**config.mk**
```make
export PLATFORM = sky130hd
export DESIGN_NAME = lattice_spring_pair_generator_top_flat
export DESIGN_NICKNAME = d
export VERILOG_FILES = /design/src/rtl/lspg_pkg.sv /design/src/rtl/lspg_if.sv /design/src/rtl/lattice_spring_pair_generator_top.sv /design/src/rtl/lspg_front.sv /design/src/rtl/lspg_queue.sv /design/src/rtl/lspg_back.sv /design/src/flat_wrapper.sv
export SDC_FILE = /design/constraint.sdc
export NUM_CORES = 1
export LEC_CHECK = 0
export BUFFER_PORTS_ARGS = -buffer_cell sky130_fd_sc_hd__buf_2
export CAP_MARGIN = 15
export CELL_PAD_IN_SITES_DETAIL_PLACEMENT = 1
export CELL_PAD_IN_SITES_GLOBAL_PLACEMENT = 1
export CORE_ASPECT_RATIO = 0.6
export CORE_MARGIN = 2
export CORE_UTILIZATION = 45
export CTS_BUF_LIST = sky130_fd_sc_hd__clkbuf_8
export CTS_CLUSTER_SIZE = 28
export DETAILED_ROUTE_END_ITERATION = 16
export HOLD_SLACK_MARGIN = 0.1
export MAX_ROUTING_LAYER = met4
export PLACE_DENSITY_LB_ADDON = 0.1
export SLEW_MARGIN = 25
export SYNTH_ARGS = -nofsm -noshare
export SYNTH_HDL_FRONTEND = slang
export SYNTH_SLANG_ARGS = --single-unit
export TNS_END_PERCENT = 5
```
**constraint.sdc**
```tcl
create_clock -name clock -period 9.9 [get_ports clock]
set_input_delay 1.485 -clock clock [delete_from_list [all_inputs] [get_ports clock]]
set_output_delay 1.485 -clock clock [all_outputs]
set_load 0.05 [all_outputs]
```
**src/rtl/lspg_pkg.sv**
```systemverilog
// Shared types, widths and the spring slot tables of the lattice spring pair generator.
`default_nettype none
package lspg_pkg;

   localparam int MAX_SIDE    = 64;
   localparam int SIZE_W      = 7;
   localparam int COORD_W     = 6;
   localparam int IDX_W       = 18;
   localparam int SXY_W       = 13;
   localparam int YSZ_W       = 13;
   localparam int SLOT_COUNT  = 13;
   localparam int SLOT_W      = 4;
   localparam int QUEUE_DEPTH = 4;
   localparam int QPTR_W      = 2;
   localparam int QCNT_W      = 3;
   localparam int CSR_IDX_W   = 2;

   // configuration register indexes
   localparam logic [CSR_IDX_W-1:0] REG_SIZE_X = 2'd0;
   localparam logic [CSR_IDX_W-1:0] REG_SIZE_Y = 2'd1;
   localparam logic [CSR_IDX_W-1:0] REG_SIZE_Z = 2'd2;

   // offsets are {dx, dy, dz}
   localparam logic [2:0] OFF_000 = 3'b000;
   localparam logic [2:0] OFF_001 = 3'b001;
   localparam logic [2:0] OFF_010 = 3'b010;
   localparam logic [2:0] OFF_011 = 3'b011;
   localparam logic [2:0] OFF_100 = 3'b100;
   localparam logic [2:0] OFF_101 = 3'b101;
   localparam logic [2:0] OFF_110 = 3'b110;
   localparam logic [2:0] OFF_111 = 3'b111;

   typedef struct packed {
      logic [IDX_W-1:0]      base;
      logic [SIZE_W-1:0]     sz;
      logic [SXY_W-1:0]      sxy;
      logic [SLOT_COUNT-1:0] mask;
   } entry_type;

   function automatic logic [SIZE_W-1:0] clamp_size(input logic [SIZE_W-1:0] s);
      clamp_size = (s > SIZE_W'(MAX_SIDE)) ? SIZE_W'(MAX_SIDE) : s;
   endfunction

   // first endpoint offset of each spring slot
   function automatic logic [2:0] slot_a_off(input logic [SLOT_W-1:0] slot);
      case (slot)
         4'd7, 4'd8, 4'd9: slot_a_off = OFF_001;
         4'd10:            slot_a_off = OFF_101;
         4'd11:            slot_a_off = OFF_011;
         4'd12:            slot_a_off = OFF_010;
         default:          slot_a_off = OFF_000;
      endcase
   endfunction

   // second endpoint offset of each spring slot
   function automatic logic [2:0] slot_b_off(input logic [SLOT_W-1:0] slot);
      case (slot)
         4'd0:         slot_b_off = OFF_001;
         4'd1:         slot_b_off = OFF_010;
         4'd2:         slot_b_off = OFF_011;
         4'd3:         slot_b_off = OFF_100;
         4'd4:         slot_b_off = OFF_101;
         4'd5:         slot_b_off = OFF_110;
         4'd6:         slot_b_off = OFF_111;
         4'd7:         slot_b_off = OFF_010;
         4'd8:         slot_b_off = OFF_100;
         4'd9:         slot_b_off = OFF_110;
         4'd10:        slot_b_off = OFF_010;
         4'd11, 4'd12: slot_b_off = OFF_100;
         default:      slot_b_off = OFF_000;
      endcase
   endfunction

   // whether a slot exists for a node, given which axes are not on their last plane
   function automatic logic slot_enable(input logic [SLOT_W-1:0] slot,
                                        input logic xm, input logic ym, input logic zm);
      logic [2:0] o;
      o = slot_b_off(slot);
      case (slot)
         4'd7:                slot_enable = zm & ym;
         4'd8:                slot_enable = zm & xm;
         4'd9, 4'd10, 4'd11:  slot_enable = zm & ym & xm;
         4'd12:               slot_enable = ym & xm;
         default: begin
            if (slot < SLOT_W'(7)) begin
               slot_enable = (~o[2] | xm) & (~o[1] | ym) & (~o[0] | zm);
            end else begin
               slot_enable = 1'b0;
            end
         end
      endcase
   endfunction

   function automatic logic [IDX_W-1:0] node_index(input logic [IDX_W-1:0] base,
                                                   input logic [SIZE_W-1:0] sz,
                                                   input logic [SXY_W-1:0] sxy,
                                                   input logic [2:0] off);
      logic [IDX_W-1:0] dz_term;
      logic [IDX_W-1:0] dy_term;
      logic [IDX_W-1:0] dx_term;
      dz_term = IDX_W'(off[0]);
      dy_term = off[1] ? IDX_W'(sz) : '0;
      dx_term = off[2] ? IDX_W'(sxy) : '0;
      node_index = base + dz_term + dy_term + dx_term;
   endfunction

endpackage
`default_nettype wire

```
**src/rtl/lspg_if.sv**
```systemverilog
// Valid/ready channel interfaces for node items and spring pair items.
`default_nettype none
interface lspg_req_if;
   logic                        valid;
   logic                        ready;
   logic [lspg_pkg::COORD_W-1:0] node_x;
   logic [lspg_pkg::COORD_W-1:0] node_y;
   logic [lspg_pkg::COORD_W-1:0] node_z;
   modport source (output valid, output node_x, output node_y, output node_z, input ready);
   modport sink   (input valid, input node_x, input node_y, input node_z, output ready);
endinterface

interface lspg_rsp_if;
   logic                      valid;
   logic                      ready;
   logic [lspg_pkg::IDX_W-1:0] first_index;
   logic [lspg_pkg::IDX_W-1:0] second_index;
   logic                      last_pair;
   modport source (output valid, output first_index, output second_index,
                   output last_pair, input ready);
   modport sink   (input valid, input first_index, input second_index,
                   input last_pair, output ready);
endinterface
`default_nettype wire

```
**src/rtl/lattice_spring_pair_generator_top.sv**
```systemverilog
// Top level of the lattice spring pair generator.
//
// Usage:
//  - csr_*: plain write port. Index 0/1/2 sets size_x/size_y/size_z (7 bits,
//    sizes above 64 act as 64). Write only while the block is idle.
//  - req_chan: one node (node_x, node_y, node_z) per item, valid/ready.
//  - rsp_chan: one spring pair per item; last_pair marks the node's final pair.
//    Nodes outside the lattice or owning no springs produce nothing.
// Timing:
//  - An accepted node passes the two front stages and the node queue before
//    the back end emits its pairs, one pair per cycle while rsp_chan.ready is
//    high (1 to 13 per node); a queued next node's pairs follow with no gap.
//  - The front end takes a node per cycle while the 4-deep node queue
//    has room; the queue decouples front and back.
// Reset: sizes return to 1, queue and pipeline empty, rsp_chan.valid low.
// Stall: while rsp_chan.ready is low the current pair holds; the queue fills
//  and req_chan.ready drops once it plus the two front stages reach 4 nodes.
`default_nettype none
module lattice_spring_pair_generator_top (
   input  wire logic                           clock,
   input  wire logic                           reset,
   input  wire logic                           csr_wr_en,
   input  wire logic [lspg_pkg::CSR_IDX_W-1:0] csr_index,
   input  wire logic [lspg_pkg::SIZE_W-1:0]    csr_wr_data,
   lspg_req_if.sink                            req_chan,
   lspg_rsp_if.source                          rsp_chan
);

   logic                          push_valid;
   lspg_pkg::entry_type           push_entry;
   logic                          pop;
   logic                          head_valid;
   lspg_pkg::entry_type           head_entry;
   logic [lspg_pkg::QCNT_W-1:0]   q_count;

   // bounds check, slot mask, base index
   lspg_front u_front (
      .clock       (clock),
      .reset       (reset),
      .csr_wr_en   (csr_wr_en),
      .csr_index   (csr_index),
      .csr_wr_data (csr_wr_data),
      .req         (req_chan),
      .q_count     (q_count),
      .push_valid  (push_valid),
      .push_entry  (push_entry)
   );

   // node queue; the front reserves space before accepting, so push never overflows
   lspg_queue u_queue (
      .clock      (clock),
      .reset      (reset),
      .push       (push_valid),
      .push_entry (push_entry),
      .pop        (pop),
      .head_valid (head_valid),
      .head_entry (head_entry),
      .count      (q_count)
   );

   // pair walker and result register
   lspg_back u_back (
      .clock   (clock),
      .reset   (reset),
      .q_valid (head_valid),
      .q_head  (head_entry),
      .pop     (pop),
      .rsp     (rsp_chan)
   );

endmodule
`default_nettype wire

```
**src/rtl/lspg_front.sv**
```systemverilog
// Front end: size registers, node accept, bounds check, slot mask and base index.
`default_nettype none
module lspg_front (
   input  wire logic                              clock,
   input  wire logic                              reset,
   input  wire logic                              csr_wr_en,
   input  wire logic [lspg_pkg::CSR_IDX_W-1:0]    csr_index,
   input  wire logic [lspg_pkg::SIZE_W-1:0]       csr_wr_data,
   lspg_req_if.sink                               req,
   input  wire logic [lspg_pkg::QCNT_W-1:0]       q_count,
   output logic                                   push_valid,
   output lspg_pkg::entry_type                    push_entry
);

   logic [lspg_pkg::SIZE_W-1:0]  size_x_ff, size_y_ff, size_z_ff;
   logic [lspg_pkg::SXY_W-1:0]   sxy_ff, sxy_in;
   logic [lspg_pkg::SIZE_W-1:0]  sx, sy, sz;

   logic                         a_valid_ff;
   logic [lspg_pkg::COORD_W-1:0] a_x_ff, a_y_ff, a_z_ff;

   logic                         b_valid_ff, b_valid_in;
   logic [lspg_pkg::COORD_W-1:0] b_x_ff, b_z_ff;
   logic [lspg_pkg::YSZ_W-1:0]   b_ysz_ff, b_ysz_in;
   logic [lspg_pkg::SIZE_W-1:0]  b_sz_ff;
   logic [lspg_pkg::SLOT_COUNT-1:0] b_mask_ff, b_mask_in;

   logic                         in_lattice, xm, ym, zm;
   logic [lspg_pkg::QCNT_W-1:0]  in_flight;
   logic [lspg_pkg::IDX_W:0]     x_term;

   assign sx = lspg_pkg::clamp_size(size_x_ff);
   assign sy = lspg_pkg::clamp_size(size_y_ff);
   assign sz = lspg_pkg::clamp_size(size_z_ff);
   assign sxy_in = lspg_pkg::SXY_W'(sy * sz);

   // queue slots in use or already promised to items in the two front stages
   assign in_flight = q_count + lspg_pkg::QCNT_W'(a_valid_ff) + lspg_pkg::QCNT_W'(b_valid_ff);
   assign req.ready = in_flight < lspg_pkg::QCNT_W'(lspg_pkg::QUEUE_DEPTH);

   always_comb begin
      in_lattice = ({1'b0, a_x_ff} < sx) && ({1'b0, a_y_ff} < sy) && ({1'b0, a_z_ff} < sz);
      xm = ({1'b0, a_x_ff} + 7'd1) != sx;
      ym = ({1'b0, a_y_ff} + 7'd1) != sy;
      zm = ({1'b0, a_z_ff} + 7'd1) != sz;
      for (int i = 0; i < lspg_pkg::SLOT_COUNT; i++) begin
         b_mask_in[i] = lspg_pkg::slot_enable(lspg_pkg::SLOT_W'(i), xm, ym, zm);
      end
      b_ysz_in   = lspg_pkg::YSZ_W'(a_y_ff * sz);
      b_valid_in = a_valid_ff & in_lattice & (|b_mask_in);
   end

   always_ff @(posedge clock) begin
      if (reset) begin
         size_x_ff  <= lspg_pkg::SIZE_W'(1);
         size_y_ff  <= lspg_pkg::SIZE_W'(1);
         size_z_ff  <= lspg_pkg::SIZE_W'(1);
         sxy_ff     <= lspg_pkg::SXY_W'(1);
         a_valid_ff <= 1'b0;
         b_valid_ff <= 1'b0;
      end else begin
         if (csr_wr_en) begin
            case (csr_index)
               lspg_pkg::REG_SIZE_X: size_x_ff <= csr_wr_data;
               lspg_pkg::REG_SIZE_Y: size_y_ff <= csr_wr_data;
               lspg_pkg::REG_SIZE_Z: size_z_ff <= csr_wr_data;
               default: ;
            endcase
         end
         sxy_ff     <= sxy_in;
         a_valid_ff <= req.valid & req.ready;
         b_valid_ff <= b_valid_in;
      end
   end

   always_ff @(posedge clock) begin
      if (req.valid & req.ready) begin
         a_x_ff <= req.node_x;
         a_y_ff <= req.node_y;
         a_z_ff <= req.node_z;
      end
      b_x_ff    <= a_x_ff;
      b_z_ff    <= a_z_ff;
      b_ysz_ff  <= b_ysz_in;
      b_sz_ff   <= sz;
      b_mask_ff <= b_mask_in;
   end

   // base = z + y*sz + x*sy*sz
   assign x_term = (lspg_pkg::IDX_W + 1)'(b_x_ff * sxy_ff);

   assign push_valid      = b_valid_ff;
   assign push_entry.base = lspg_pkg::IDX_W'(x_term) + lspg_pkg::IDX_W'(b_ysz_ff)
                          + lspg_pkg::IDX_W'(b_z_ff);
   assign push_entry.sz   = b_sz_ff;
   assign push_entry.sxy  = sxy_ff;
   assign push_entry.mask = b_mask_ff;

endmodule
`default_nettype wire

```
**src/rtl/lspg_queue.sv**
```systemverilog
// Small FIFO of classified nodes between the front and back ends.
`default_nettype none
module lspg_queue (
   input  wire logic                         clock,
   input  wire logic                         reset,
   input  wire logic                         push,
   input  wire lspg_pkg::entry_type          push_entry,
   input  wire logic                         pop,
   output logic                              head_valid,
   output lspg_pkg::entry_type               head_entry,
   output logic [lspg_pkg::QCNT_W-1:0]       count
);

   lspg_pkg::entry_type               mem_ff [lspg_pkg::QUEUE_DEPTH];
   logic [lspg_pkg::QPTR_W-1:0]       wr_ptr_ff, rd_ptr_ff;
   logic [lspg_pkg::QCNT_W-1:0]       count_ff;

   always_ff @(posedge clock) begin
      if (reset) begin
         wr_ptr_ff <= '0;
         rd_ptr_ff <= '0;
         count_ff  <= '0;
      end else begin
         if (push) begin
            wr_ptr_ff <= wr_ptr_ff + lspg_pkg::QPTR_W'(1);
         end
         if (pop) begin
            rd_ptr_ff <= rd_ptr_ff + lspg_pkg::QPTR_W'(1);
         end
         case ({push, pop})
            2'b10:   count_ff <= count_ff + lspg_pkg::QCNT_W'(1);
            2'b01:   count_ff <= count_ff - lspg_pkg::QCNT_W'(1);
            default: count_ff <= count_ff;
         endcase
      end
   end

   always_ff @(posedge clock) begin
      if (push) begin
         mem_ff[wr_ptr_ff] <= push_entry;
      end
   end

   assign head_valid = count_ff != '0;
   assign head_entry = mem_ff[rd_ptr_ff];
   assign count      = count_ff;

endmodule
`default_nettype wire

```
**src/rtl/lspg_back.sv**
```systemverilog
// Back end: walks a node's slot mask into the result register, one pair per cycle unless stalled.
`default_nettype none
module lspg_back (
   input  wire logic                  clock,
   input  wire logic                  reset,
   input  wire logic                  q_valid,
   input  wire lspg_pkg::entry_type   q_head,
   output logic                       pop,
   lspg_rsp_if.source                 rsp
);

   logic                            act_ff;
   lspg_pkg::entry_type             cur_ff;
   lspg_pkg::entry_type             cur;
   logic                            cur_valid, adv;
   logic [lspg_pkg::SLOT_COUNT-1:0] low_bit, next_mask;
   logic [lspg_pkg::SLOT_W-1:0]     slot;

   logic                            rsp_valid_ff;
   logic [lspg_pkg::IDX_W-1:0]      first_ff, second_ff, first_in, second_in;
   logic                            last_ff;

   assign cur       = act_ff ? cur_ff : q_head;
   assign cur_valid = act_ff | q_valid;
   assign adv       = cur_valid & (~rsp_valid_ff | rsp.ready);
   assign pop       = adv & ~act_ff;

   always_comb begin
      low_bit   = cur.mask & (~cur.mask + lspg_pkg::SLOT_COUNT'(1));
      next_mask = cur.mask & ~low_bit;
      slot      = '0;
      for (int i = 0; i < lspg_pkg::SLOT_COUNT; i++) begin
         if (low_bit[i]) begin
            slot = slot | lspg_pkg::SLOT_W'(i);
         end
      end
      first_in  = lspg_pkg::node_index(cur.base, cur.sz, cur.sxy, lspg_pkg::slot_a_off(slot));
      second_in = lspg_pkg::node_index(cur.base, cur.sz, cur.sxy, lspg_pkg::slot_b_off(slot));
   end

   always_ff @(posedge clock) begin
      if (reset) begin
         act_ff       <= 1'b0;
         rsp_valid_ff <= 1'b0;
      end else begin
         if (adv) begin
            act_ff       <= |next_mask;
            rsp_valid_ff <= 1'b1;
         end else if (rsp.ready) begin
            rsp_valid_ff <= 1'b0;
         end
      end
   end

   always_ff @(posedge clock) begin
      if (adv) begin
         cur_ff.base <= cur.base;
         cur_ff.sz   <= cur.sz;
         cur_ff.sxy  <= cur.sxy;
         cur_ff.mask <= next_mask;
         first_ff    <= first_in;
         second_ff   <= second_in;
         last_ff     <= ~(|next_mask);
      end
   end

   assign rsp.valid        = rsp_valid_ff;
   assign rsp.first_index  = first_ff;
   assign rsp.second_index = second_ff;
   assign rsp.last_pair    = last_ff;

endmodule
`default_nettype wire

```
**src/flat_wrapper.sv**
```systemverilog
// flat-port wrapper written by rule: the top's interface ports become plain ports
module lattice_spring_pair_generator_top_flat 
  (clock, reset, csr_wr_en, csr_index, csr_wr_data, req_chan_valid, req_chan_node_x, req_chan_node_y, req_chan_node_z, req_chan_ready, rsp_chan_valid, rsp_chan_first_index, rsp_chan_second_index, rsp_chan_last_pair, rsp_chan_ready);
  lspg_req_if req_chan_i ();
  lspg_rsp_if rsp_chan_i ();
  input  wire logic clock;
  input  wire logic reset;
  input  wire logic csr_wr_en;
  input  wire logic [lspg_pkg::CSR_IDX_W-1:0] csr_index;
  input  wire logic [lspg_pkg::SIZE_W-1:0] csr_wr_data;
  input wire logic [$bits(req_chan_i.valid)-1:0] req_chan_valid;
  input wire logic [$bits(req_chan_i.node_x)-1:0] req_chan_node_x;
  input wire logic [$bits(req_chan_i.node_y)-1:0] req_chan_node_y;
  input wire logic [$bits(req_chan_i.node_z)-1:0] req_chan_node_z;
  output wire logic [$bits(req_chan_i.ready)-1:0] req_chan_ready;
  output wire logic [$bits(rsp_chan_i.valid)-1:0] rsp_chan_valid;
  output wire logic [$bits(rsp_chan_i.first_index)-1:0] rsp_chan_first_index;
  output wire logic [$bits(rsp_chan_i.second_index)-1:0] rsp_chan_second_index;
  output wire logic [$bits(rsp_chan_i.last_pair)-1:0] rsp_chan_last_pair;
  input wire logic [$bits(rsp_chan_i.ready)-1:0] rsp_chan_ready;
  assign req_chan_i.valid = req_chan_valid;
  assign req_chan_i.node_x = req_chan_node_x;
  assign req_chan_i.node_y = req_chan_node_y;
  assign req_chan_i.node_z = req_chan_node_z;
  assign req_chan_ready = req_chan_i.ready;
  assign rsp_chan_valid = rsp_chan_i.valid;
  assign rsp_chan_first_index = rsp_chan_i.first_index;
  assign rsp_chan_second_index = rsp_chan_i.second_index;
  assign rsp_chan_last_pair = rsp_chan_i.last_pair;
  assign rsp_chan_i.ready = rsp_chan_ready;
  lattice_spring_pair_generator_top u_core (.clock(clock), .reset(reset), .csr_wr_en(csr_wr_en), .csr_index(csr_index), .csr_wr_data(csr_wr_data), .req_chan(req_chan_i), .rsp_chan(rsp_chan_i));
endmodule
```
==> flow_metrics.tcl, run 1 <==
set metrics [dict create \
    status "finished, final reports clean" \
    min_period_ns 7.27 \
    die_w_um 290 \
    yosysWarnings 0 \
    p_int_mw 3.90 \
    switching_share_pct 39.9 \
    critPathArrivalTime_ns 7.63 \
    portBuffers 70 \
    timing.max_cap.violations 0 \
    yosysSeqAreaShare_pct 47.1 \
    fillers 5081 \
    stdcell_count 2641 \
    cp-start-kind "flip-flop" \
    synthCells 1872 \
    cts_sinks 376 \
    max_slew_margin_pct 30.9 \
    vias 14100 \
    cts_buffers 57 \
    cts_root_buf "clkbuf_8" \
    syn_nets 2189 \
    crit_fanout 40 \
    first_global_vias 15300 \
    timing.setup.tns_ns 0 \
    ys_ff_latch 376 \
    leakage_nw 10.2 \
    clkSlewWorstSetupHoldPaths_ns 0.07 \
    p_seq_share_pct 36.5 \
    crit_type "flip-flop to flip-flop" \
    layout-drive-gt1-share_pct 12.1 \
    detail_route.wl_per_cell_um 20.2 \
    hold_class "flip-flop to flip-flop" \
    synth_area_um2 22100 \
    grt_usage_pct 22.4 \
    first_pass_iters 5 \
    syn_to_final_growth_pct 10.2 \
    ys.flop_type "edfxtp_1" \
    yosys.area.top_type "edfxtp_1" \
    cts_tree "done" \
    place_hpwl_um 39500 \
    yosysUniqueCellTypes 72 \
    clkPwrFrac_pct 21.6 \
    clockBufferDepth 3 \
    clk_latency_ns 0.63 \
    yosys-top-cells-area "edfxtp_1 (39%), fa_1 (11%), ha_1 (9.2%)" \
    die-height_um 176 \
    pwr-share-comb_pct 41.9 \
    cts_hold_buf 0 \
    synth-async-reset-ratio_pct 0 \
    antenna_found_initial 0 \
    core_um2 48200 \
    rsz0062_at_grt "false" \
    wl_um 53500 \
    timing.final.hold_violations 0 \
    drc 0 \
    h-tree-depth 2 \
    dp_cells 2536 \
    hold_ws_ns 0.456 \
    dieArea_um2 51000 \
    setup_viol 0 \
    clock_skew_ns 0.0300 \
    post-route-period-util_pct 73.4 \
    grt_max_degree 85 \
    synth_area_per_cell_um2 11.8 \
    post_cts_resized 0 \
    fmax_mhz 138 \
    row_count 62 \
    end_kind "flip-flop" \
    gp_congestion 0.843 \
    ir_drop_mv 0.254 \
    required_ns 10.26 \
    synth_edf_count 289 \
    grt_pass1_wl_um 87100 \
    boundaryPins 71 \
    yosys.area.top_type_share_pct 39.2 \
    fin_nets 2272 \
    finalMaxSlewViolations 0 \
    drt-initial-drc-count 763 \
    initial_utilization_pct 45.9 \
    vias_per_cell 5.34 \
    antenna_left 0 \
    grt_overflow_total 0 \
    n_antenna_cell 0 \
    cts_setup_buffers 0 \
    worstMarginPinSlew_ns 1.03 \
    power_density_nw_per_um2 266 \
    power.net_switching_mw 2.59 \
]
[cell families (layout without fill, tap and decap cells)]
logic type	after synthesis	count (layout)	share of synthesized area, %
adders and majority gates	286	286	20.3
buffers and inverters	253	382	4.44
xor gates and xnor gates	89	89	3.52
and+or+nand+nor	573	573	12.2
muxes	84	84	6.09
DFF	376	376	47.1
AOI/OAI and AO/OA	211	211	6.34
[area by class of cell]
type                    count  area, um2  share of cell area, %
inverters                 195        732                   3.00
well taps                 640        801                   3.28
clock inverters            40        344                   1.41
multi-input cells        1243      10700                   44.0
flip-flops and latches    376      10400                   42.8
clock buffers              65        895                   3.67
repair buffers             82        447                   1.83
[per-stage QoR]
| stage | setup WS, ns | power, mW | util, % | area, um2 |
|---|---|---|---|---|
| after floorplan | 2.51 | 4.37 | - | 22100 |
| after global placement | 2.89 | 5.01 | 48.0 | 23100 |
| after detailed placement | 2.52 | 5.12 | 48.0 | 23100 |
| after CTS | 2.46 | 6.55 | 50.6 | 24400 |
| after global routing | 2.04 | 6.94 | 50.6 | 24400 |
| final | 2.63 | 6.48 | 50.6 | 24400 |
[power groups by stage]
stage | logic, mW | registers, mW | clock network [mW]
after floorplan | 1.73 | 2.64 | 0
after global placement | 2.62 | 2.39 | 0
after detailed placement | 2.73 | 2.40 | 0
after CTS | 2.74 | 2.37 | 1.45
after global routing | 3.04 | 2.39 | 1.51
final | 2.72 | 2.36 | 1.40
[metal layers]
| layer | global-route usage, % | wire length (um) | up-vias |
|---|---|---|---|
| li1 | - | - | 6597 |
| met1 | 33.3 | 27500 | 7210 |
| met2 | 33.0 | 23100 | 244 |
| met3 | 3.09 | 2070 | 56 |
| met4 | 3.91 | 741 | 0 |
| met5 | - | 0 | - |
[layout by cell type (no fill, tap or decap), types with 8 or more instances in the layout]
master	count
a21o_1	10
a21oi_1	68
and2_1	87
and3_1	11
buf_2	69
buf_4	12
clkbuf_8	65
clkinv_1	11
clkinv_2	13
dfxtp_1	84
edfxtp_1	289
fa_1	122
ha_1	163
inv_1	202
mux2i_1	43
mux4_2	40
nand2_1	229
nand2b_1	21
nand3_1	21
nor2_1	122
nor2b_1	23
nor3_1	14
nor4_1	10
o21a_1	23
o21ai_0	36
o22ai_1	8
xnor2_1	67
xor2_1	22
[final timing paths]
path | from | to | slack [ns] | cells after the start
setup / recovery | flip-flop | u_core.u_back.rsp.second_index[15]$_DFFE_PP_ | 2.63 | 23
hold / removal | u_core.u_front.a_z_ff[1]$_DFFE_PP_ | u_core.u_front.b_z_ff[1]$_DFF_P_ | 0.46 | 0
setup reg to reg | flip-flop | u_core.u_back.rsp.second_index[15]$_DFFE_PP_ | 2.63 | 23
hold reg to reg | u_core.u_front.a_z_ff[1]$_DFFE_PP_ | u_core.u_front.b_z_ff[1]$_DFF_P_ | 0.46 | 0
[state kept, by name, indices dropped and copies added (netlist names), 7 cells and up, named ones only]
register	count
u_core.u_back.cur_ff	50
u_core.u_back.rsp.first_index	18
u_core.u_back.rsp.second_index	18
u_core.u_front.b_mask_ff	8
u_core.u_front.b_sz_ff	7
u_core.u_front.b_ysz_ff	13
u_core.u_front.size_x_ff	7
u_core.u_front.size_y_ff	7
u_core.u_front.size_z_ff	7
u_core.u_front.sxy_ff	13
u_core.u_queue.mem_ff	184
[critical path: stages, from the launching register on]
cell and delay, ns:
dfxtp_4 0.46, buf_4 0.67, mux2i_1 0.19, a22oi_1 0.33
o21ai_0 0.32, nand4_2 0.25, o221ai_1 0.19, nor2_2 0.29
inv_1 0.10, ha_1 0.24, xnor2_1 0.17, a32oi_4 0.53
nand2_1 0.17, fa_1 0.58, inv_1 0.05, ha_1 0.28
a211oi_1 0.31, o21ai_0 0.31, a21oi_1 0.40, o21ai_0 0.30
o211a_1 0.32, o21a_1 0.20, o21ai_0 0.22, xnor2_1 0.10
[synth_stat cells (all sizes together) (3+ instances only)]
master   instances
a21boi           3
xor2            22
clkbuf          41
nand3           21
xnor2           67
nor2b           24
nor3            15
a2111oi          5
and2            92
a22oi            5
nor4            11
a21o            10
nand2b          21
a31oi            7
a211oi           5
a21oi           69
buf             17
and3            11
o21bai           5
ha             163
or2              7
o22ai            8
dfxtp           87
o211ai           5
mux4            40
o31a             3
inv            193
mux2i           43
o31ai            5
nand3b           4
or3              4
o22a             3
nand2          230
a211o            5
nand4            5
fa             122
o21a            23
nor2           125
edfxtp         289
o21ai           37
Note: power is estimated with default switching activity, not from simulation.
==> inputs of run 2 (changes only) <==
Settings changed: ABC_AREA from default to 1.
Clock period 9.9 ns to 6.9 ns, I/O delays scaled along.
==> run 2 against run 1 <==
Against the previous run:
- critical path depth up 3
- synthesized area up 1.5%
- global-route usage up 2.9 points
- wire length up 14%
- sequential cell count unchanged
- count of clock-buffer cells in the layout up 2
- sequential share of layout area down 0.56 points
- clock skew up 0.026 ns
- total power up 66%
- largest power group unchanged
==> flow_metrics.tcl, run 2 <==
set metrics [dict create \
    fin_ws_ns 0.656 \
    clockBufferDepth 3 \
    yosys.area.top_type_share_pct 38.7 \
    antenna_found_initial 1 \
    row_count 63 \
    finalMaxSlewViolations 0 \
    n_antenna_cell 0 \
    cts_sinks 376 \
    wl_um 61100 \
    drc 0 \
    yosysWarnings 0 \
    required_ns 7.32 \
    syn_to_final_growth_pct 9.98 \
    first_global_vias 16900 \
    cts_buffers 58 \
    status "finished, final reports clean" \
    vias 16000 \
    fin_nets 2686 \
    crit_type "flip-flop to flip-flop" \
    grt_max_degree 90 \
    boundaryPins 71 \
    dieArea_um2 51800 \
    post-route-period-util_pct 90.5 \
    fillers 5564 \
    clkPwrFrac_pct 18.2 \
    power_density_nw_per_um2 435 \
    initial_utilization_pct 45.5 \
    cts_tree "done" \
    portBuffers 70 \
    antenna_left 0 \
    critPathArrivalTime_ns 6.66 \
    fmax_mhz 160 \
    largest_registers "u_core.u_queue.mem_ff x184, u_core.u_back.cur_ff x50" \
    p_seq_share_pct 33.2 \
    clkSlewWorstSetupHoldPaths_ns 0.06 \
    grt_overflow_total 0 \
    core_um2 49300 \
    final_cell_mix "inv_1 (368), nand2_1 (360), edfxtp_1 (289), nor2_1 (273)" \
    power.net_switching_mw 4.81 \
    clk_latency_ns 0.67 \
    p_int_mw 5.93 \
    yosys-top-cells-area "edfxtp_1 (39%), fa_1 (11%), ha_1 (9.1%)" \
    ys_ff_latch 376 \
    vias_per_cell 5.23 \
    leakage_nw 11.3 \
    cts_setup_buffers 0 \
    pre_cts_slack_ns 0.521 \
    max_slew_margin_pct 34.2 \
    largest_reg_flops 184 \
    stdcell_count 3067 \
    drt-initial-drc-count 1016 \
    yosysSeqAreaShare_pct 46.4 \
    layout-drive-gt1-share_pct 10.3 \
    timing.setup.tns_ns 0 \
    synth-async-reset-ratio_pct 0 \
    cts_root_buf "clkbuf_8" \
    reg2reg_depth 26 \
    synth_area_per_cell_um2 9.86 \
    yosysUniqueCellTypes 54 \
    min_period_ns 6.24 \
    dp_cells 2959 \
    end_kind "flip-flop" \
    hold_class "flip-flop to flip-flop" \
    ys_top_cells_by_count "nand2_1 (360), inv_1 (356), edfxtp_1 (289)" \
    detail_route.wl_per_cell_um 19.9 \
    synth_edf_count 289 \
    timing.final.hold_violations 0 \
    worstMarginPinSlew_ns 0.987 \
    cp-start-kind "flip-flop" \
    syn_nets 2595 \
    h-tree-depth 2 \
    rsz0062_at_grt "false" \
    synth_area_um2 22500 \
    synthCells 2278 \
    timing.max_cap.violations 0 \
    ys.flop_type "edfxtp_1" \
    grt_usage_pct 25.2 \
    place_hpwl_um 45000 \
    clock_skew_ns 0.0558 \
    gp_congestion 0.875 \
    first_pass_iters 5 \
    crit_fanout 27 \
    die-height_um 177 \
    die_w_um 292 \
    layout_commonest_cell "inv_1" \
    whs_path_depth 0 \
    grt_pass1_wl_um 97600 \
    yosysMostFrequentCell "nand2_1" \
    switching_share_pct 44.8 \
    top_register "u_core.u_queue.mem_ff" \
    ir_drop_mv 0.265 \
    pwr-share-comb_pct 48.6 \
    fin_util_pct 50.0 \
    setup_viol 0 \
    yosys.area.top_type "edfxtp_1" \
]
## run 2: cell families (layout without fill, tap and decap cells)
family	count (synthesis)	in the layout	synth area share, %
adder cells (fa/ha/maj)	285	285	20.0
AO/OA/AOI/OAI	331	331	8.05
XOR/XNOR	86	86	3.35
AND/OR/NAND/NOR	771	771	14.7
flip-flops	376	376	46.4
buffers and inverters	429	568	7.55
## run 2: final timing paths
check                                           from                                     endpoint  slack (ns)
setup / recovery   u_core.u_back.act_ff$_SDFFE_PP0P_  u_core.u_back.rsp.first_index[12]$_DFFE_PP_        0.66
hold / removal    u_core.u_front.a_x_ff[0]$_DFFE_PP_             u_core.u_front.b_x_ff[0]$_DFF_P_        0.44
setup reg to reg   u_core.u_back.act_ff$_SDFFE_PP0P_  u_core.u_back.rsp.first_index[12]$_DFFE_PP_        0.66
hold reg to reg   u_core.u_front.a_x_ff[0]$_DFFE_PP_             u_core.u_front.b_x_ff[0]$_DFF_P_        0.44
## run 2: stage by stage
step	power (mW)	area (um2)	hold slack (ns)
finish	10.7	24700	0.445
CTS	10.9	24700	0.453
floorplan	7.34	22500	0.398
global placement	8.64	23500	0.437
global route	11.6	24700	0.482
detailed placement	8.83	23500	0.438
## run 2: layer usage
| metal | vias to the layer above | GRT usage [%] | wire (um) |
|---|---|---|---|
| li1 | 7616 | - | - |
| met1 | 8007 | 38.4 | 31900 |
| met2 | 329 | 35.7 | 25000 |
| met3 | 82 | 3.68 | 3090 |
| met4 | 0 | 5.24 | 1140 |
| met5 | - | - | 0 |
## run 2: cell type report
class,count,area [um2],share of cell area (%)
timing repair buffer,92,515,2.09
multi-input combinational,1473,10300,41.9
clock buffer,67,922,3.73
inverter,368,1390,5.63
clock inverter,41,283,1.15
sequential,376,10400,42.2
tap,650,813,3.29
## run 2: what timing repair did
item	in CTS	in global routing
resized for setup	0	2
setup endpoints to repair	0	1
hold buffers	0	0
## run 2: critical path, stage by stage, from the launching register on
cell,delay (ns)
dfxtp_1,0.63
inv_4,0.26
or2_2,0.34
nand2_1,0.12
nand2_2,0.13
nor2_8,0.19
nand2_2,0.08
inv_2,0.08
nand3_2,0.26
nand3_1,0.25
ha_1,0.19
nand2_1,0.38
o21ai_0,0.22
a21oi_1,0.10
fa_1,0.55
inv_1,0.04
ha_1,0.21
fa_1,0.46
nand3_1,0.09
nand2_1,0.08
nand2_1,0.06
nand2_1,0.07
a21oi_1,0.37
o21ai_0,0.21
a21boi_0,0.33
o21ai_0,0.16
xor2_1,0.16
## run 2: power groups by stage
stage,clock [mW],sequential (mW),combinational [mW]
3_3_place_gp,0,3.59,5.06
6_report,1.96,3.56,5.23
3_5_place_dp,0,3.60,5.23
2_1_floorplan,0,3.94,3.39
5_1_grt,2.10,3.60,5.91
4_1_cts,2.02,3.56,5.27
==> inputs of run 3 (changes only) <==
Settings changed: BUFFER_PORTS_ARGS -buffer_cell sky130_fd_sc_hd__buf_2 to -buffer_cell sky130_fd_sc_hd__clkbuf_2.
Clock period 6.9 ns to 5.8 ns, I/O delays scaled along.
==> run 3 against run 2 <==
Against the previous run:
- clock skew decreased by 0.035 ns
- sequential share of layout area fell by 0.29 points
- sequential power grew 19%
- via count down 0.68%
- final cell count is 0.65% higher
- wire length decreased by 1.2%
==> flow_metrics.tcl, run 3 (synthesis gave the netlist of run 2 again) <==
set metrics [dict create \
    status "finished, final reports clean" \
    portBuffers 70 \
    clkPwrFrac_pct 18.8 \
    p_seq_share_pct 33.0 \
    dieArea_um2 51800 \
    layout-drive-gt1-share_pct 11.2 \
    timing.setup.tns_ns 0 \
    gp_congestion 0.920 \
    grt_overflow_total 0 \
    regArea_um2 10400 \
    setup_viol 0 \
    power_density_nw_per_um2 515 \
    cts_tree "done" \
    top_register "u_core.u_queue.mem_ff" \
    critPathArrivalTime_ns 5.84 \
    antenna_found_initial 2 \
    h-tree-depth 2 \
    timing.max_cap.violations 0 \
    layout_commonest_cell "inv_1" \
    largest_reg_flops 184 \
    grt_usage_pct 25.1 \
    required_ns 6.24 \
    fmax_mhz 185 \
    cts_buffers 58 \
    vias 15900 \
    switching_share_pct 44.3 \
    worstMarginPinSlew_ns 0.907 \
    placed_area_um2 23600 \
    drt-initial-drc-count 1087 \
    row_count 63 \
    clock_skew_ns 0.0213 \
    crit_fanout 13 \
    cts_setup_buffers 0 \
    drc 0 \
    die-height_um 177 \
    hold_class "primary input to flip-flop" \
    core_um2 49300 \
    wl_um 60400 \
    fin_nets 2703 \
    fillers 5563 \
    min_period_ns 5.41 \
    first_pass_iters 7 \
    cpPeakStageDelay_ns 0.73 \
    ir_drop_mv 0.293 \
    cp-start-kind "flip-flop" \
    antenna_left 0 \
    rsz0062_at_grt "false" \
    end_kind "flip-flop" \
    first_global_vias 17000 \
    largest_registers "u_core.u_queue.mem_ff x184, u_core.u_back.cur_ff x50" \
    cts_root_buf "clkbuf_8" \
    power.net_switching_mw 5.68 \
    cts_sinks 376 \
    clkSlewWorstSetupHoldPaths_ns 0.08 \
    crit_chain "nand2_1 > fa_1 > fa_1 > inv_1 > fa_1 > fa_1 > ha_1 > nand2_1 > inv_1 > a21oi_1 > o21ai_0 > a21boi_0 > o21ai_0 > nand3_1 > nand2_1 > xor2_1" \
    fin_ws_ns 0.393 \
    crit_family "adder cells" \
    pre_cts_slack_ns 0.112 \
    crit_type "flip-flop to flip-flop" \
    vias_per_cell 5.16 \
    slowest_stage "dfxtp_1" \
    final_cell_area_um2 24900 \
    clockBufferDepth 3 \
    timing.final.hold_violations 0 \
    leakage_nw 11.4 \
    initial_utilization_pct 45.5 \
    syn_to_final_growth_pct 10.8 \
    detail_route.wl_per_cell_um 19.6 \
    crit_buf_inv 2 \
    post_cts_resized 0 \
    cp_common_cell "fa_1" \
    max_slew_margin_pct 39.5 \
    post-route-period-util_pct 93.2 \
    grt_pass1_wl_um 97500 \
    cts_hold_buf 0 \
    boundaryPins 71 \
    place_hpwl_um 44700 \
    finalMaxSlewViolations 0 \
    final_cell_mix "inv_1 (364), nand2_1 (360), edfxtp_1 (289), nor2_1 (273), ha_1 (163)" \
    pwr-share-comb_pct 48.2 \
    grt_max_degree 86 \
    clk_latency_ns 0.64 \
    p_int_mw 7.13 \
    fin_util_pct 50.4 \
    die_w_um 292 \
    multi_input_area_um2 10400 \
]
run 3: changes by cell type in the layout (fill, tap and decap cells not counted), moves of 2 or more:
| cell | change |
|---|---|
| inv_4 | -3 |
| bufinv_16 | +3 |
| buf_2 | -70 |
| clkinv_1 | +2 |
| inv_1 | -4 |
| clkinv_2 | +7 |
| inv_8 | +3 |
| buf_4 | +16 |
| clkbuf_2 | +70 |
| clkbuf_8 | -6 |
run 3: worst paths after layout:
| path | from | slack, ns | to | depth (start not counted) |
|---|---|---|---|---|
| setup / recovery | u_core.u_front.b_x_ff[2]$_DFF_P_ | 0.39 | u_core.u_queue.mem_ff[3][48]$_DFFE_PP_ | 16 |
| hold / removal | req_chan_node_z[0] | 0.41 | u_core.u_front.a_z_ff[0]$_DFFE_PP_ | 1 |
| setup reg to reg | u_core.u_front.b_x_ff[2]$_DFF_P_ | 0.39 | u_core.u_queue.mem_ff[3][48]$_DFFE_PP_ | 16 |
| hold reg to reg | u_core.u_front.a_x_ff[1]$_DFFE_PP_ | 0.45 | u_core.u_front.b_x_ff[1]$_DFF_P_ | 0 |
run 3: per-stage QoR:
stage,std cells,power [mW],hold slack (ns)
floorplan,2278,8.71,0.398
global placement,2976,10.2,0.441
detailed placement,2976,10.5,0.445
CTS,3086,12.9,0.358
global route,3087,13.9,0.376
finish,3087,12.8,0.405
run 3: metal layers:
metal	GRT usage (%)	wire, um	share of wire (%)	up-vias
met1	37.3	31400	52	7981
met4	3.61	703	1.2	0
met5	-	0	0	-
li1	-	-	-	7653
met3	4.90	3010	5.0	60
met2	36.1	25300	42	231
run 3: cell type report:
type	instances	area share [%]
repair buffers	109	2.60
clock buffers	61	3.38
inverters	368	5.59
multi-input cells	1473	41.7
clock inverters	49	1.58
flip-flops and latches	376	41.9
well taps	650	3.27
diodes	1	0.0101
run 3: power by group through the flow:
stage	sequential, mW	clock, mW	combinational, mW
after floorplan	4.67	0	4.04
final	4.23	2.41	6.18
after global placement	4.26	0	5.97
after global routing	4.28	2.59	7.00
after detailed placement	4.28	0	6.17
after CTS	4.23	2.47	6.22
